[config.mk]
export PLATFORM = sky130hd
export DESIGN_NAME = bda_front
export DESIGN_NICKNAME = d
export VERILOG_FILES = /design/src/design/bda_pkg.sv /design/src/design/bda_front.sv
export SDC_FILE = /design/constraint.sdc
export NUM_CORES = 1
export LEC_CHECK = 0
export CORE_ASPECT_RATIO = 0.8
export CORE_UTILIZATION = 56
export DETAILED_ROUTE_END_ITERATION = 10
export DONT_BUFFER_PORTS = 1
export PLACE_DENSITY = 0.74
export SLEW_MARGIN = 20
export SYNTH_ARGS = -nofsm -noshare
export SYNTH_HDL_FRONTEND = slang
export SYNTH_SLANG_ARGS = --single-unit
[constraint.sdc]
create_clock -name vclk -period 7.1
set_input_delay 1.065 -clock vclk [all_inputs]
set_output_delay 1.065 -clock vclk [all_outputs]
set_load 0.02 [all_outputs]
[src/design/bda_pkg.sv]
package bda_pkg;

	localparam int MAX_LEVELS_DEF     = 12;
	localparam int MIN_BLOCK_LOG2_DEF = 6;
	localparam int HEADER_BYTES_DEF   = 16;

	localparam int REQ_W      = 20;
	localparam int ADDR_W     = 18;
	localparam int LVL_OUT_W  = 4;
	localparam int FREE_W     = 18;
	localparam int CFG_W      = 4;
	// command fields are sized for the largest supported pool
	localparam int CMD_LVL_W  = 5;
	localparam int CMD_UNIT_W = 23;
	localparam int QUEUE_DEPTH = 2;

	typedef enum logic [1:0] {
		ST_OK       = 2'd0,
		ST_ZERO     = 2'd1,
		ST_NO_SPACE = 2'd2,
		ST_BAD_ADDR = 2'd3
	} status_t;

	typedef enum logic [1:0] {
		CMD_ALLOC,
		CMD_RELEASE,
		CMD_REJECT
	} cmd_op_t;

	typedef struct packed {
		cmd_op_t                 op;
		status_t                 status;
		logic [CMD_LVL_W-1:0]    need;
		logic [CMD_UNIT_W-1:0]   unit;
	} cmd_t;

	typedef struct packed {
		status_t               status;
		logic [ADDR_W-1:0]     grant;
		logic [LVL_OUT_W-1:0]  level;
		logic [FREE_W-1:0]     free;
	} res_t;

	typedef enum logic [3:0] {
		B_CLEAR,
		B_IDLE,
		B_WALK_RD,
		B_WALK_CHK,
		B_SPLIT,
		B_REL_RD,
		B_REL_CHK,
		B_BUD_RD,
		B_BUD_CHK,
		B_REL_FIN,
		B_DONE
	} back_state_t;

endpackage

[src/design/bda_front.sv]
module bda_front
	import bda_pkg::*;
#(
	parameter int MAX_LEVELS     = MAX_LEVELS_DEF,
	parameter int MIN_BLOCK_LOG2 = MIN_BLOCK_LOG2_DEF,
	parameter int HEADER_BYTES   = HEADER_BYTES_DEF,
	parameter int PL_W           = $clog2(MAX_LEVELS + 1)
) (
	input  logic              kind,
	input  logic [REQ_W-1:0]  request_bytes,
	input  logic [ADDR_W-1:0] release_address,
	input  logic [PL_W-1:0]   pool_levels,
	output cmd_t              cmd
);
	localparam int TOT_W = REQ_W + 1;
	localparam int BL_W  = $clog2(TOT_W + 1);
	localparam int CW    = 8;

	logic [TOT_W-1:0]  total, total_m1;
	logic [BL_W-1:0]   bitlen;
	logic              too_big;
	logic [ADDR_W-1:0] off, unit;
	logic              bad_addr;

	always_comb begin
		total    = TOT_W'(request_bytes) + TOT_W'(HEADER_BYTES);
		total_m1 = total - 1'b1;
		bitlen   = '0;
		for (int i = 0; i < TOT_W; i++) begin
			if (total_m1[i]) bitlen = BL_W'(i + 1);
		end
		too_big = CW'(bitlen) > (CW'(MIN_BLOCK_LOG2) + CW'(pool_levels) - CW'(1));
	end

	always_comb begin
		off      = release_address - ADDR_W'(HEADER_BYTES);
		unit     = off >> MIN_BLOCK_LOG2;
		bad_addr = (release_address < ADDR_W'(HEADER_BYTES))
			|| (off[MIN_BLOCK_LOG2-1:0] != '0)
			|| ((unit >> (pool_levels - 1'b1)) != '0);
	end

	always_comb begin
		cmd.unit   = CMD_UNIT_W'(unit);
		cmd.need   = (CW'(bitlen) > CW'(MIN_BLOCK_LOG2))
			? CMD_LVL_W'(CW'(bitlen) - CW'(MIN_BLOCK_LOG2)) : '0;
		cmd.status = ST_OK;
		cmd.op     = CMD_ALLOC;
		if (kind) begin
			cmd.op = CMD_RELEASE;
			if (bad_addr) begin
				cmd.op     = CMD_REJECT;
				cmd.status = ST_BAD_ADDR;
			end
		end else if (request_bytes == '0) begin
			cmd.op     = CMD_REJECT;
			cmd.status = ST_ZERO;
		end else if (too_big) begin
			cmd.op     = CMD_REJECT;
			cmd.status = ST_NO_SPACE;
		end
	end
endmodule

==> impl_metrics.tcl <==
set metrics [dict create \
    hold_path_class "in2out" \
    grt_antenna_before_repair 0 \
    path_cells "inv_1, ha_1, or3b_1, nand3_1, a41oi_1, o21ai_1, a21boi_1, o31a_1, o21bai_1, and2_1, ha_1, nor2b_1, o21a_1, o21ai_0, nand2b_1, a21oi_1, a31oi_1, nor3_1, nor2_1" \
    muxShareOfSynthArea_pct 3.60 \
    synth-compound-area-share_pct 33.2 \
    drtPass1Iterations 4 \
    grt_pass1_wl_mm 7.65 \
    seq_area_sq_um 0 \
    cts_resized 0 \
    core_sq_mm 0.00342 \
    fill_cells 340 \
    route.detailed.drc 0 \
    max_freq_mhz 174 \
    holdPathEnd "cmd[2]" \
    postLayoutCoreUtil_pct 56.1 \
    crit_fanout 13 \
    cts_hold_buf 0 \
    hold_violations 0 \
    total_leakage_power_uw 0.000710 \
    hpwlAfterDp_mm 3.81 \
    worst_slack_ns 1.34 \
    diodes 0 \
    grt_max_degree 15 \
    io_buffers 0 \
    ys_warn_count 0 \
    cp_slowest_cell "or3b_1" \
    ant_nets 0 \
    cp_slowest_stage_delay_ns 0.45 \
    area_growth_pct -4.66 \
    multi_input_area_sq_mm 0.00182 \
    cp.required_ns 6.03 \
    crit_path_start_kind "input pin" \
    crit_family "simple AND/OR/NAND/NOR gates" \
    drt-total-wl_mm 4.76 \
    die_h_um 55.7 \
    arrival_ns 4.69 \
    initial_utilization_pct 58.9 \
    power_density_mw_per_mm2 47.0 \
    drtIter0Drc 171 \
    syn_area_sq_mm 0.00202 \
    slew_headroom_pct 42.5 \
    clockBufferCount 0 \
    critPathBufInv 1 \
    routed_via_density 6.67 \
    die_area_sq_mm 0.00384 \
    final_layout_size_suffix_gt1_share_pct 9.75 \
    grt_usage_pct 22.6 \
    dieWidth_um 69.1 \
    synth_xor_area_share_pct 7.82 \
    crit_top_cell "ha_1" \
    io_pins 75 \
    outcome "finished clean" \
    rsz0062_at_grt "false" \
    slew_violations 0 \
    seq_cell_count 0 \
    synth_cell_types 80 \
    worst_pin_slew_ns 0.857 \
    overflow 0 \
    synth_fa_ha_area_share_pct 6.21 \
    peakVddDrop_uv 27.0 \
    yosysSeqAreaShare_pct 0 \
    cts_setup_buffers 0 \
    crit_type "in2out" \
    syn_area_per_cell_sq_um 6.76 \
    period_share_pct 81.1 \
    setup_viol 0 \
    hold_start "release_address[8]" \
    grt_pass1_vias 1703 \
    gp_congestion 0.856 \
    hold_depth 1 \
    wire_per_inst_um 14.9 \
    nets 332 \
    dr_total_vias 2129 \
    num_rows 19 \
    dp_worst_setup_slack_ns 1.38 \
    synth_top_family_by_area "simple AND/OR/NAND/NOR gates" \
    critical_path.endpoint_type "output port" \
    synth-simple-area-share_pct 37.4 \
    drv_cap 0 \
    finalSetupTns_ns 0 \
    final.min_clock_period_ns 5.76 \
    synth_cells 298 \
]
## cells in the mapped netlist (3+ instances only)
library cell | number | share of area [%]
a21oi_1 | 17 | 4.2
a221oi_1 | 3 | 1.3
a311oi_1 | 3 | 1.3
a31oi_1 | 5 | 1.6
and3_1 | 7 | 2.2
buf_2 | 4 | 0.99
buf_4 | 12 | 4.5
clkbuf_1 | 11 | 2.0
ha_1 | 10 | 6.2
inv_1 | 13 | 2.4
mux2i_1 | 5 | 2.5
nand2_1 | 22 | 4.1
nand2b_1 | 3 | 0.93
nand3_1 | 8 | 2.0
nand4_1 | 3 | 0.93
nor2_1 | 25 | 4.7
nor2b_1 | 4 | 1.2
nor3_1 | 16 | 4.0
nor4_1 | 3 | 0.93
o211ai_1 | 3 | 1.1
o21a_1 | 3 | 1.1
o21ai_0 | 15 | 3.7
o311ai_0 | 3 | 1.3
o31ai_1 | 6 | 2.2
or2_2 | 3 | 0.93
or3_1 | 5 | 1.6
xnor2_1 | 8 | 3.5
xor2_1 | 10 | 4.3
## cells by family (layout without fill, tap and decap cells)
family | Yosys count | after routing
buffers and inverters | 44 | 13
other | 1 | 11
AOI/OAI and AO/OA | 90 | 90
xor gates and xnor gates | 18 | 18
muxes | 7 | 7
adders and majority gates | 10 | 10
and+or+nand+nor | 128 | 128
## routing by layer
layer	global-route usage, %	up-vias	share of wire, %
met5	0	-	0
met4	0.875	0	0.40
met3	1.99	2	7.1
met1	34.9	975	49
li1	-	1069	-
met2	35.6	83	43
## final cells by class
type | count | share of cell area (%)
Inverter | 13 | 2.54
Multi-Input combinational cell | 264 | 94.7
Tap cell | 42 | 2.73
## how the worst max path moves through the flow
stage               to  slack (ns)  cells past startpoint             start
2_1_floorplan  cmd[31]        2.00                     20  request_bytes[0]
3_3_place_gp   cmd[31]        1.59                     19  request_bytes[0]
3_5_place_dp   cmd[31]        1.38                     19  request_bytes[0]
4_1_cts        cmd[31]        1.38                     19  request_bytes[0]
5_1_grt        cmd[31]        0.93                     19  request_bytes[0]
6_report       cmd[31]        1.34                     19  request_bytes[0]
## cells in the final DEF, fill, tap and decap left out, types with 3 or more instances in the layout
cell type,n
a31oi_1,5
xor2_1,10
inv_1,13
nand3_1,8
ha_1,10
nor3_1,16
conb_1,11
xnor2_1,8
a21oi_1,17
o21a_1,3
o211ai_1,3
nor2_1,25
o311ai_0,3
nand2_1,22
a311oi_1,3
o31ai_1,6
nor2b_1,4
mux2i_1,5
a221oi_1,3
and3_1,7
or2_2,3
nand2b_1,3
nand4_1,3
o21ai_0,15
or3_1,5
nor4_1,3
## per-stage QoR
stage / instance area, sq um / total power [uW] / hold WS (ns) / instances
CTS: 1920 / 89.6 / 2.26 / 319
detailed placement: 1920 / 89.1 / 2.26 / 319
global route: 1920 / 99.5 / 2.26 / 319
finish: 1920 / 90.3 / 2.26 / 319
global placement: 1920 / 88.2 / 2.26 / 319
floorplan: 2050 / 92.4 / 2.26 / 308
## power breakdown
group          switching (uW)  leakage [uW]  total [uW]  internal, uW
Sequential                  0             0           0             0
Clock                       0             0           0             0
Combinational            55.4      0.000710        90.3          34.9
Total                    55.4      0.000710        90.3          34.9
Note: power is estimated with default switching activity, not from simulation.
