`config.mk`:
```
export PLATFORM = sky130hd
export DESIGN_NAME = bda_fifo
export DESIGN_NICKNAME = d
export VERILOG_FILES = /design/src/design/bda_pkg.sv /design/src/design/bda_fifo.sv
export SDC_FILE = /design/constraint.sdc
export NUM_CORES = 1
export LEC_CHECK = 0
export BUFFER_PORTS_ARGS = -buffer_cell sky130_fd_sc_hd__buf_2
export CAP_MARGIN = 20
export CORE_MARGIN = 4
export CORE_UTILIZATION = 52
export DETAILED_ROUTE_END_ITERATION = 16
export PLACE_DENSITY_LB_ADDON = 0.05
export SETUP_SLACK_MARGIN = 0.2
export SLEW_MARGIN = 0
export SYNTH_ARGS = -nofsm -noshare
export SYNTH_HDL_FRONTEND = slang
export SYNTH_SLANG_ARGS = --single-unit
export TNS_END_PERCENT = 30
```
`constraint.sdc`:
```
create_clock -name clk -period 3.15 [get_ports clk]
set_input_delay 0 -clock clk [delete_from_list [all_inputs] [get_ports clk]]
set_output_delay 0 -clock clk [all_outputs]
set_load 0.005 [all_outputs]
```
`src/design/bda_pkg.sv`:
```
package bda_pkg;

	localparam int MAX_LEVELS_DEF     = 12;
	localparam int MIN_BLOCK_LOG2_DEF = 6;
	localparam int HEADER_BYTES_DEF   = 16;

	localparam int REQ_W      = 20;
	localparam int ADDR_W     = 18;
	localparam int LVL_OUT_W  = 4;
	localparam int FREE_W     = 18;
	localparam int CFG_W      = 4;
	// command fields are sized for the largest supported pool
	localparam int CMD_LVL_W  = 5;
	localparam int CMD_UNIT_W = 23;
	localparam int QUEUE_DEPTH = 2;

	typedef enum logic [1:0] {
		ST_OK       = 2'd0,
		ST_ZERO     = 2'd1,
		ST_NO_SPACE = 2'd2,
		ST_BAD_ADDR = 2'd3
	} status_t;

	typedef enum logic [1:0] {
		CMD_ALLOC,
		CMD_RELEASE,
		CMD_REJECT
	} cmd_op_t;

	typedef struct packed {
		cmd_op_t                 op;
		status_t                 status;
		logic [CMD_LVL_W-1:0]    need;
		logic [CMD_UNIT_W-1:0]   unit;
	} cmd_t;

	typedef struct packed {
		status_t               status;
		logic [ADDR_W-1:0]     grant;
		logic [LVL_OUT_W-1:0]  level;
		logic [FREE_W-1:0]     free;
	} res_t;

	typedef enum logic [3:0] {
		B_CLEAR,
		B_IDLE,
		B_WALK_RD,
		B_WALK_CHK,
		B_SPLIT,
		B_REL_RD,
		B_REL_CHK,
		B_BUD_RD,
		B_BUD_CHK,
		B_REL_FIN,
		B_DONE
	} back_state_t;

endpackage

```
`src/design/bda_fifo.sv`:
```
module bda_fifo
	import bda_pkg::*;
#(
	parameter int WIDTH = 8,
	parameter int DEPTH = QUEUE_DEPTH
) (
	input  logic             clk,
	input  logic             arst_n,
	input  logic             push,
	input  logic [WIDTH-1:0] wdata,
	input  logic             pop,
	output logic [WIDTH-1:0] rdata,
	output logic             full,
	output logic             empty
);
	localparam int PTR_W = (DEPTH > 1) ? $clog2(DEPTH) : 1;
	localparam int CNT_W = $clog2(DEPTH + 1);

	logic [WIDTH-1:0] slot_q [DEPTH];
	logic [PTR_W-1:0] wr_q, rd_q;
	logic [CNT_W-1:0] cnt_q;
	logic do_push, do_pop;

	assign full    = (cnt_q == CNT_W'(DEPTH));
	assign empty   = (cnt_q == '0);
	assign do_push = push && !full;
	assign do_pop  = pop && !empty;
	assign rdata   = slot_q[rd_q];

	always_ff @(posedge clk) begin
		if (do_push) slot_q[wr_q] <= wdata;
	end

	always_ff @(posedge clk or negedge arst_n) begin
		if (!arst_n) begin
			wr_q  <= '0;
			rd_q  <= '0;
			cnt_q <= '0;
		end else begin
			if (do_push) wr_q <= (wr_q == PTR_W'(DEPTH - 1)) ? '0 : wr_q + 1'b1;
			if (do_pop)  rd_q <= (rd_q == PTR_W'(DEPTH - 1)) ? '0 : rd_q + 1'b1;
			if (do_push && !do_pop) cnt_q <= cnt_q + 1'b1;
			else if (do_pop && !do_push) cnt_q <= cnt_q - 1'b1;
		end
	end
endmodule

```
==> impl_metrics.env, run 1 <==
export IMPL_grt_pass1_wl_um=2132
export IMPL_cts_max_path_buffers=2
export IMPL_drt_total_wl_um=1255
export IMPL_yosysTopAreaCell="edfxtp_1"
export IMPL_slowest_stage="nor2_1"
export IMPL_die_area_um2=2188
export IMPL_tightest_slew_ps=645.0
export IMPL_startpoint_type="register"
export IMPL_slew_headroom=0.5684
export IMPL_grt_max_degree=12
export IMPL_vdd_drop_max_uv=444.5
export IMPL_min_path_type="in -> async"
export IMPL_crit_buf_inv=0
export IMPL_setup_viol=0
export IMPL_h_tree_depth=1
export IMPL_postLayoutCellArea_um2=1037
export IMPL_power_density_nw_per_um2=795.1
export IMPL_pwr_share_comb=0.309
export IMPL_final_hold_viol_count=0
export IMPL_wire_per_inst_um=13.49
export IMPL_setup_tns_ps=0
export IMPL_cp_cell_sequence="nand2b_1 > nand2_2 > nor2_1"
export IMPL_max_freq_mhz=629.9
export IMPL_ys_seq_area_frac=0.7424
export IMPL_avgSynthCellArea_um2=17.77
export IMPL_place_congestion=0.6729
export IMPL_placed_cell_area_um2=900.9
export IMPL_cp_max_fo=8
export IMPL_cap_violations=0
export IMPL_synth_area_top_cells="edfxtp_1 61%, dfrtp_1 13%, mux2_1 8.6%"
export IMPL_antenna_left=0
export IMPL_yosys_cell_count_top_type="edfxtp_1"
export IMPL_post_drt_via_cell_ratio=4.925
export IMPL_drive_above_1_share=0.3718
export IMPL_ctsHoldBuffers=10
export IMPL_critPathMaxStageDelay_ps=510
export IMPL_start_util=0.5723
export IMPL_syn_inst=44
export IMPL_fin_nets=92
export IMPL_setup_ws_ps=1562
export IMPL_cts_buffers=3
export IMPL_final_max_slew_violation_count=0
export IMPL_fillers=81
export IMPL_track_usage=0.1424
export IMPL_ios=22
export IMPL_outcome="finished clean"
export IMPL_yosysWarnings=0
export IMPL_async_flop_share=0.2000
export IMPL_die_w_um=46.78
export IMPL_critPathTopFamily="simple AND/OR/NAND/NOR gates"
export IMPL_cts_resized=0
export IMPL_ys_types=15
export IMPL_antenna_found_initial=0
export IMPL_first_global_vias=495
export IMPL_dieHeight_um=46.78
export IMPL_place_ws_ps=1551
export IMPL_clock_skew_ps=5.136
export IMPL_clkLatencyLatePin_ps=290
export IMPL_area_growth_pct=32.64
export IMPL_fin_crit_ps=1588
export IMPL_ys_ff_latch=20
export IMPL_clkPwrFrac=0.174
export IMPL_syn_cell_area_um2=782.0
export IMPL_rrSetupSlack_ps=1560
export IMPL_crit_arrival_ps=1530
export IMPL_yosys_top_cells_count="16 x edfxtp_1, 6 x mux2_1, 4 x dfrtp_1"
export IMPL_p_total_mw=0.8247
export IMPL_synth_top_area_frac=0.6144
export IMPL_core_area_um2=1366
export IMPL_overflow=0
export IMPL_num_vias=458
export IMPL_crit_required_ps=3090
export IMPL_clock_sinks=20
export IMPL_rsz0062_at_grt="false"
export IMPL_drcViolationCount=0
export IMPL_endpoint_kind="register"
export IMPL_synth_edff_count=16
export IMPL_clk_pin_slew_ps=110
export IMPL_seqPwrFrac=0.517
export IMPL_leakagePower_nw=0.4370
export IMPL_buffer_ports_inserted=21
export IMPL_rows=13
export IMPL_cts_root_buf="clkbuf_4"
export IMPL_crit_type="reg -> reg"
export IMPL_period_share=0.5040
export IMPL_cts_tree="done"
export IMPL_p_int_mw=0.5826
export IMPL_switchingPower_mw=0.2421
export IMPL_dp_hpwl_um=894
export IMPL_syn_nets=57
export IMPL_antennaDiodeCount=0
export IMPL_drt_pass1_iterations=4
export IMPL_post_cts_buffers=0
export IMPL_detail_route_iter0_violations=3
export IMPL_synth_ff_type="edfxtp_1"
export IMPL_p_sw_frac=0.2935
## path summary, 6_finish.rpt
| check | depth (start not counted) | startpoint | endpoint |
|---|---|---|---|
| worst max-delay path | 3 | cnt_q[0] | slot_q[0][1] |
| worst min-delay path | 2 | arst_n | cnt_q[1] |
| worst max register to register | 3 | cnt_q[0] | slot_q[0][1] |
| worst min register to register | 1 | wr_q | wr_q |
| max in group asynchronous | 2 | arst_n | cnt_q[0] |
| min in group clk | 3 | pop | rd_q |
## flip-flops by register name, indices dropped and copies added (netlist names)
name    count
rd_q        1
slot_q     16
cnt_q       2
wr_q        1
## power by group through the flow
stage / registers, mW / clock network, mW / logic, mW
CTS: 0.429 / 0.148 / 0.261
detailed placement: 0.434 / 0 / 0.250
global route: 0.437 / 0.160 / 0.284
floorplan: 0.403 / 0 / 0.185
global placement: 0.431 / 0 / 0.242
finish: 0.427 / 0.143 / 0.255
## layout make-up
type                    count  area [µm²]  area share
multi-input cells          21       188.9      0.1821
well taps                  15       18.77     0.01809
inverters                   2       7.507    0.007238
repair buffers             31       205.2      0.1978
flip-flops and latches     20       580.6      0.5597
clock buffers               4       36.28     0.03498
## layer usage
metal / GRT usage / vias to the layer above / part of all wire
met4: 0.06630 / 0 / 0.0088
met3: 0.02299 / 2 / 0.062
met1: 0.1786 / 215 / 0.40
li1: - / 226 / -
met5: 0 / - / 0
met2: 0.2412 / 15 / 0.53
## cells by family (layout without fill, tap and decap cells)
family	count (synthesis)	after routing	share of synthesized area
mux	8	8	0.1152
flops	20	20	0.7424
xor+xnor	5	5	0.06561
fa+ha+maj	1	1	0.01600
simple gates	6	6	0.03841
compound gates	1	1	0.006394
buf+inv	3	37	0.01600
## cell usage in the layout (no fill, tap or decap), drive strengths merged, types with 2 or more instances in the layout
cell type / n
clkbuf: 4
dlygate4sd3: 10
xnor2: 3
edfxtp: 16
dfrtp: 4
buf: 21
mux2: 8
inv: 2
xor2: 2
nor2: 3
## per-stage QoR
step	std cells	util	hold slack [ps]
final	93	0.7592	21.69
after global routing	93	0.7592	4.310
after CTS	93	0.7592	37.30
after detailed placement	79	0.6593	-184.8
after global placement	79	0.6593	-187.9
after floorplan	44	-	-295.6
Note: power is estimated with default switching activity, not from simulation.
==> inputs of run 2 (changes only) <==
--- a/config.mk
+++ b/config.mk
@@ -5,10 +5,11 @@
 export SDC_FILE = /design/constraint.sdc
 export NUM_CORES = 1
 export LEC_CHECK = 0
+export ABC_AREA = 1
 export BUFFER_PORTS_ARGS = -buffer_cell sky130_fd_sc_hd__buf_2
 export CAP_MARGIN = 20
 export CORE_MARGIN = 4
-export CORE_UTILIZATION = 52
+export CORE_UTILIZATION = 44
 export DETAILED_ROUTE_END_ITERATION = 16
 export PLACE_DENSITY_LB_ADDON = 0.05
 export SETUP_SLACK_MARGIN = 0.2
==> constraint.sdc (replaced) <==
create_clock -name clk -period 1.3 [get_ports clk]
set_input_delay 0 -clock clk [delete_from_list [all_inputs] [get_ports clk]]
set_output_delay 0 -clock clk [all_outputs]
set_load 0.005 [all_outputs]
==> run 2 against run 1 <==
The run now ends with setup timing left. Clock skew decreased by 2.3 ps. Sequential cell count did not move. First-iteration DRC count increased to 4.0 times the previous value. Final cell count up 53%. Register-to-register slack lost 1600 ps. Synthesized area increased by 3.5%. Utilization fell by 3.0 points. Non-clock buffer count rose by 10. Critical path depth increased by 3. Global-route usage up 0.15 points. Fmax rose by 22%. Sequential power rose by 140%. Largest cell class unchanged.
==> impl_metrics.env, run 2 <==
export IMPL_clkPwrFrac=0.184
export IMPL_overflow=0
export IMPL_ys_types=14
export IMPL_setup_viol=1
export IMPL_slowest_stage="dfrtp_1"
export IMPL_wire_per_inst_um=11.46
export IMPL_detail_route_iter0_violations=12
export IMPL_p_total_mw=2.703
export IMPL_synth_edff_count=16
export IMPL_ys_seq_area_frac=0.7172
export IMPL_async_flop_share=0.2000
export IMPL_leakagePower_nw=0.5769
export IMPL_h_tree_depth=1
export IMPL_antenna_left=0
export IMPL_fillers=138
export IMPL_core_area_um2=1727
export IMPL_yosys_top_cells_count="33 x nand2_1, 16 x edfxtp_1, 7 x inv_1"
export IMPL_max_freq_mhz=769.1
export IMPL_crit_arrival_ps=1500
export IMPL_period_share=1.000
export IMPL_setup_ws_ps=-0.2449
export IMPL_p_sw_frac=0.3352
export IMPL_min_path_type="in -> async"
export IMPL_track_usage=0.1439
export IMPL_synth_top_area_frac=0.5935
export IMPL_dp_hpwl_um=1074
export IMPL_ios=22
export IMPL_area_growth_pct=55.49
export IMPL_syn_cell_area_um2=809.5
export IMPL_antennaDiodeCount=0
export IMPL_cp_cell_sequence="inv_2 > nor2_4 > nor2_4 > ha_4 > buf_6 > xnor2_2"
export IMPL_drive_above_1_share=0.5043
export IMPL_final_max_slew_violation_count=0
export IMPL_startpoint_type="register"
export IMPL_grt_pass1_wl_um=2642
export IMPL_critPathMaxStageDelay_ps=440
export IMPL_outcome="finished with violations"
export IMPL_pwr_share_comb=0.436
export IMPL_drt_total_wl_um=1627
export IMPL_largest_register="slot_q"
export IMPL_fin_nets=131
export IMPL_fin_crit_ps=1300
export IMPL_place_congestion=0.7234
export IMPL_clkLatencyLatePin_ps=300
export IMPL_endpoint_kind="register"
export IMPL_power_density_nw_per_um2=2147
export IMPL_vdd_drop_max_uv=1487
export IMPL_avgSynthCellArea_um2=11.09
export IMPL_cp_max_fo=3
export IMPL_clock_sinks=20
export IMPL_rsz0062_at_grt="true"
export IMPL_cts_buffers=3
export IMPL_hold_slack_ps=20.23
export IMPL_die_area_um2=2590
export IMPL_cpMostUsedCell="nor2_4"
export IMPL_failed_checks="setup timing"
export IMPL_largest_register_ffs=16
export IMPL_cts_max_path_buffers=2
export IMPL_rows=15
export IMPL_antenna_found_initial=0
export IMPL_switchingPower_mw=0.9059
export IMPL_die_w_um=50.90
export IMPL_syn_nets=86
export IMPL_crit_type="reg -> reg"
export IMPL_post_drt_via_cell_ratio=4.401
export IMPL_buffer_ports_inserted=21
export IMPL_clock_skew_ps=2.834
export IMPL_yosysTopAreaCell="edfxtp_1"
export IMPL_slew_headroom=0.8034
export IMPL_tightest_slew_ps=291.8
export IMPL_p_int_mw=1.797
export IMPL_start_util=0.4688
export IMPL_reg_top3="slot_q (16), cnt_q (2)"
export IMPL_drcViolationCount=0
export IMPL_yosysWarnings=0
export IMPL_dieHeight_um=50.90
export IMPL_first_global_vias=599
export IMPL_yosys_cell_count_top_type="nand2_1"
export IMPL_cts_tree="done"
export IMPL_ys_ff_latch=20
export IMPL_crit_required_ps=1500
export IMPL_grt_max_degree=13
export IMPL_synth_area_top_cells="edfxtp_1 59%, nand2_1 15%, dfrtp_1 12%"
export IMPL_seqPwrFrac=0.380
export IMPL_synth_ff_type="edfxtp_1"
export IMPL_final_hold_viol_count=0
export IMPL_cap_violations=0
export IMPL_syn_inst=73
export IMPL_layout_common_cells="24 x nand2_1, 21 x buf_2, 16 x edfxtp_1, 10 x dlygate4sd3_1, 9 x nand2_2"
export IMPL_clk_pin_slew_ps=100
export IMPL_num_vias=625
export IMPL_drt_pass1_iterations=4
export IMPL_cts_root_buf="clkbuf_4"
export IMPL_layout_commonest_cell="nand2_1"
## run 2: kinds of logic (layout without fill, tap and decap cells)
logic type,count (synthesis),after routing,synth area share
flops,20,20,0.7172
xor+xnor,1,1,0.01082
buf+inv,9,53,0.04327
fa+ha+maj,1,1,0.01545
simple gates,40,40,0.2009
compound gates,2,2,0.01237
## run 2: worst max-delay path: cells and delay by family (launching register included)
| family | cells | cell delay (ps) |
|---|---|---|
| flops | 1 | 440 |
| simple gates | 2 | 200 |
| xor+xnor | 1 | 110 |
| buf+inv | 2 | 230 |
| fa+ha+maj | 1 | 230 |
## run 2: cell type report
type | instances | area, µm² | share of cell area
repair buffers | 41 | 291.5 | 0.2316
clock buffers | 3 | 22.52 | 0.01789
well taps | 25 | 31.28 | 0.02485
flip-flops and latches | 20 | 583.1 | 0.4632
inverters | 8 | 35.03 | 0.02783
multi-input cells | 44 | 265.3 | 0.2107
clock inverters | 1 | 30.03 | 0.02386
## run 2: timing repair
action                                 in CTS  in global routing
setup endpoints to repair                  27                 28
setup buffers                               4                  1
hold buffers                               10                  0
resized for setup                           7                 20
endpoints found under the hold margin      21                  0
pin swaps                                   1                 17
## run 2: routing by layer
metal | up-vias | routed length, µm | global-route usage
met5 | - | 0 | 0
met4 | 0 | 39 | 0.08072
met3 | 5 | 88 | 0.03499
met2 | 16 | 744 | 0.2130
met1 | 279 | 754 | 0.1938
li1 | 325 | - | -
## run 2: worst paths after layout
| kind | startpoint | endpoint | slack [ps] | cells past startpoint |
|---|---|---|---|---|
| max | cnt_q[1] | cnt_q[0] | -0.2 | 6 |
| min | arst_n | cnt_q[0] | 20 | 2 |
| max reg2reg | cnt_q[1] | cnt_q[0] | -0.2 | 6 |
| min reg2reg | wr_q | wr_q | 500 | 2 |
| max in group asynchronous | arst_n | rd_q | 1150 | 2 |
| min in group clk | push | wr_q | 70 | 4 |
## run 2: per-stage QoR
stage | cell area [µm²] | setup slack, ps | TNS, ps | utilization | cells
global placement | 980.9 | -6.511 | -51.07 | 0.5681 | 123
finish | 1259 | -0.2449 | -0.2449 | 0.7290 | 142
detailed placement | 980.9 | -27.13 | -240.7 | 0.5681 | 123
floorplan | 812.0 | 52.55 | 0 | - | 73
global route | 1259 | -61.00 | -446.0 | 0.7290 | 142
CTS | 1195 | 56.13 | 0 | 0.6920 | 141
## run 2: power by group through the flow
stage          combinational [mW]  sequential, mW  clock (mW)
2_1_floorplan               0.488           0.970           0
3_3_place_gp                0.828           0.994           0
3_5_place_dp                0.832            1.01           0
4_1_cts                     0.987            1.00       0.517
5_1_grt                      1.32            1.04       0.546
6_report                     1.18            1.03       0.498
==> inputs of run 3 (changes only) <==
--- a/config.mk
+++ b/config.mk
@@ -8,6 +8,7 @@
 export ABC_AREA = 1
 export BUFFER_PORTS_ARGS = -buffer_cell sky130_fd_sc_hd__buf_2
 export CAP_MARGIN = 20
+export CORE_ASPECT_RATIO = 0.75
 export CORE_MARGIN = 4
 export CORE_UTILIZATION = 44
 export DETAILED_ROUTE_END_ITERATION = 16
==> constraint.sdc (replaced) <==
create_clock -name clk -period 1.1 [get_ports clk]
set_input_delay 0 -clock clk [delete_from_list [all_inputs] [get_ports clk]]
set_output_delay 0 -clock clk [all_outputs]
set_load 0.005 [all_outputs]
==> run 3 against run 2 <==
The flow still finishes with violations (setup timing). Setup slack worse by 170 ps. Sequential share of layout area is 0.14 points lower. Utilization is 0.36 points lower. Power is 17% higher. Non-clock buffer count is 2 higher. Die area is 0.27% higher. Largest cell class unchanged. Largest power group unchanged. Highest routed layer unchanged.
==> impl_metrics.env, run 3 (synthesis gave the netlist of run 2 again) <==
export IMPL_outcome="finished with violations"
export IMPL_failed_checks="setup timing"
export IMPL_leakagePower_nw=0.5792
export IMPL_drcViolationCount=0
export IMPL_antenna_left=0
export IMPL_cp_max_fo=4
export IMPL_post_drt_via_cell_ratio=4.418
export IMPL_crit_arrival_ps=1300
export IMPL_final_max_slew_violation_count=0
export IMPL_wire_per_inst_um=11.34
export IMPL_fin_crit_ps=1272
export IMPL_drive_above_1_share=0.4538
export IMPL_critPathMaxStageDelay_ps=430
export IMPL_clock_sinks=20
export IMPL_clk_pin_slew_ps=120
export IMPL_setup_viol=28
export IMPL_fillers=121
export IMPL_cp_cell_sequence="inv_2 > nor2_4 > nor2_4 > nand2_2 > inv_2 > buf_6"
export IMPL_track_usage=0.1429
export IMPL_final_hold_viol_count=0
export IMPL_area_growth_pct=55.95
export IMPL_crit_required_ps=1130
export IMPL_crit_type="reg -> reg"
export IMPL_cts_root_buf="clkbuf_4"
export IMPL_num_vias=623
export IMPL_die_w_um=57.53
export IMPL_layout_commonest_cell="nand2_1"
export IMPL_reg_top3="slot_q (16), cnt_q (2)"
export IMPL_period_share=1.156
export IMPL_detail_route_iter0_violations=7
export IMPL_clock_skew_ps=14.58
export IMPL_setup_ws_ps=-171.7
export IMPL_buffer_ports_inserted=21
export IMPL_postLayoutCellArea_um2=1262
export IMPL_drt_total_wl_um=1599
export IMPL_cts_max_path_buffers=2
export IMPL_utilization=0.7254
export IMPL_start_util=0.4651
export IMPL_vdd_drop_max_uv=1652
export IMPL_cts_tree="done"
export IMPL_core_area_um2=1740
export IMPL_power_density_nw_per_um2=2500
export IMPL_slew_headroom=0.8118
export IMPL_h_tree_depth=1
export IMPL_endpoint_kind="register"
export IMPL_tightest_slew_ps=279.3
export IMPL_antennaDiodeCount=0
export IMPL_largest_register="slot_q"
export IMPL_placed_cell_area_um2=999.7
export IMPL_first_global_vias=583
export IMPL_rows=13
export IMPL_min_path_type="in -> reg"
export IMPL_die_area_um2=2597
export IMPL_grt_pass1_wl_um=2649
export IMPL_slowest_stage="dfrtp_1"
export IMPL_fin_nets=133
export IMPL_largest_register_ffs=16
export IMPL_antenna_found_initial=0
export IMPL_place_congestion=0.7006
export IMPL_dieHeight_um=45.15
export IMPL_clkLatencyLatePin_ps=310
export IMPL_cap_violations=0
export IMPL_dp_hpwl_um=1020
export IMPL_overflow=0
export IMPL_max_freq_mhz=786.3
export IMPL_ios=22
export IMPL_cts_buffers=3
export IMPL_rsz0062_at_grt="true"
export IMPL_startpoint_type="register"
export IMPL_layout_common_cells="28 x nand2_1, 21 x buf_2, 16 x edfxtp_1, 11 x dlygate4sd3_1, 7 x buf_4"
export IMPL_grt_max_degree=13
export IMPL_drt_pass1_iterations=5
-- run 3: cell count changes in the layout (fill, tap and decap cells not counted) --
cell           change
nor2_4             -1
nor2_2             +1
xnor2_1            +1
inv_1              +1
inv_2              -1
dlygate4sd3_1      +1
xnor2_2            -1
nand2_1            +4
buf_12             +1
nand2_2            -4
-- run 3: routing by layer --
metal  track usage  up-vias  share of wire
met5             0        -              0
met4       0.04167        0         0.0050
met3       0.05143        2          0.053
met2        0.2365       17           0.51
met1        0.1783      274           0.43
li1              -      330              -
-- run 3: cell type report --
class | count | area [µm²] | area share
multi-input cells | 44 | 242.7 | 0.1923
clock buffers | 3 | 22.52 | 0.01784
clock inverters | 1 | 30.03 | 0.02379
inverters | 8 | 35.03 | 0.02775
flip-flops and latches | 20 | 583.1 | 0.4618
repair buffers | 43 | 321.6 | 0.2547
well taps | 22 | 27.53 | 0.02180
-- run 3: worst max-delay path, delay by kind of cell (launching register included) --
kind / cells / cell delay, ps
buf+inv: 3 / 300
flops: 1 / 430
simple gates: 3 / 260
-- run 3: final timing paths --
path                       startpoint            to  depth (start not counted)  slack (ps)
max                          cnt_q[1]  slot_q[0][3]                          6        -170
min                              push          wr_q                          4          80
max reg2reg                  cnt_q[1]  slot_q[0][3]                          6        -170
min reg2reg                      wr_q          wr_q                          2         500
max in group asynchronous      arst_n      cnt_q[0]                          3         380
min in group asynchronous      arst_n          rd_q                          3         570
-- run 3: timing repair --
item | in CTS | in global routing
endpoints found under the hold margin | 21 | 2
setup buffers | 3 | 0
gates resized for setup | 16 | 4
pin swaps | 7 | 7
endpoints found under the setup margin | 30 | 30
hold buffers | 10 | 1
-- run 3: power breakdown --
part / internal [mW] / switching (mW)
clock: 0.368 / 0.225
combinational: 0.699 / 0.672
sequential: 1.06 / 0.133
total: 2.13 / 1.03
-- run 3: stage by stage --
stage | hold WS [ps] | std cells | power (mW) | setup TNS, ps | setup WS (ps)
floorplan | -295.6 | 73 | 1.722 | -1474 | -147.4
global placement | -187.3 | 123 | 2.208 | -2842 | -228.3
detailed placement | -189.7 | 123 | 2.228 | -3276 | -229.5
CTS | 12.26 | 140 | 3.127 | -2834 | -162.8
global route | 105.8 | 141 | 3.391 | -4392 | -237.6
finish | 77.80 | 141 | 3.156 | -2792 | -171.7
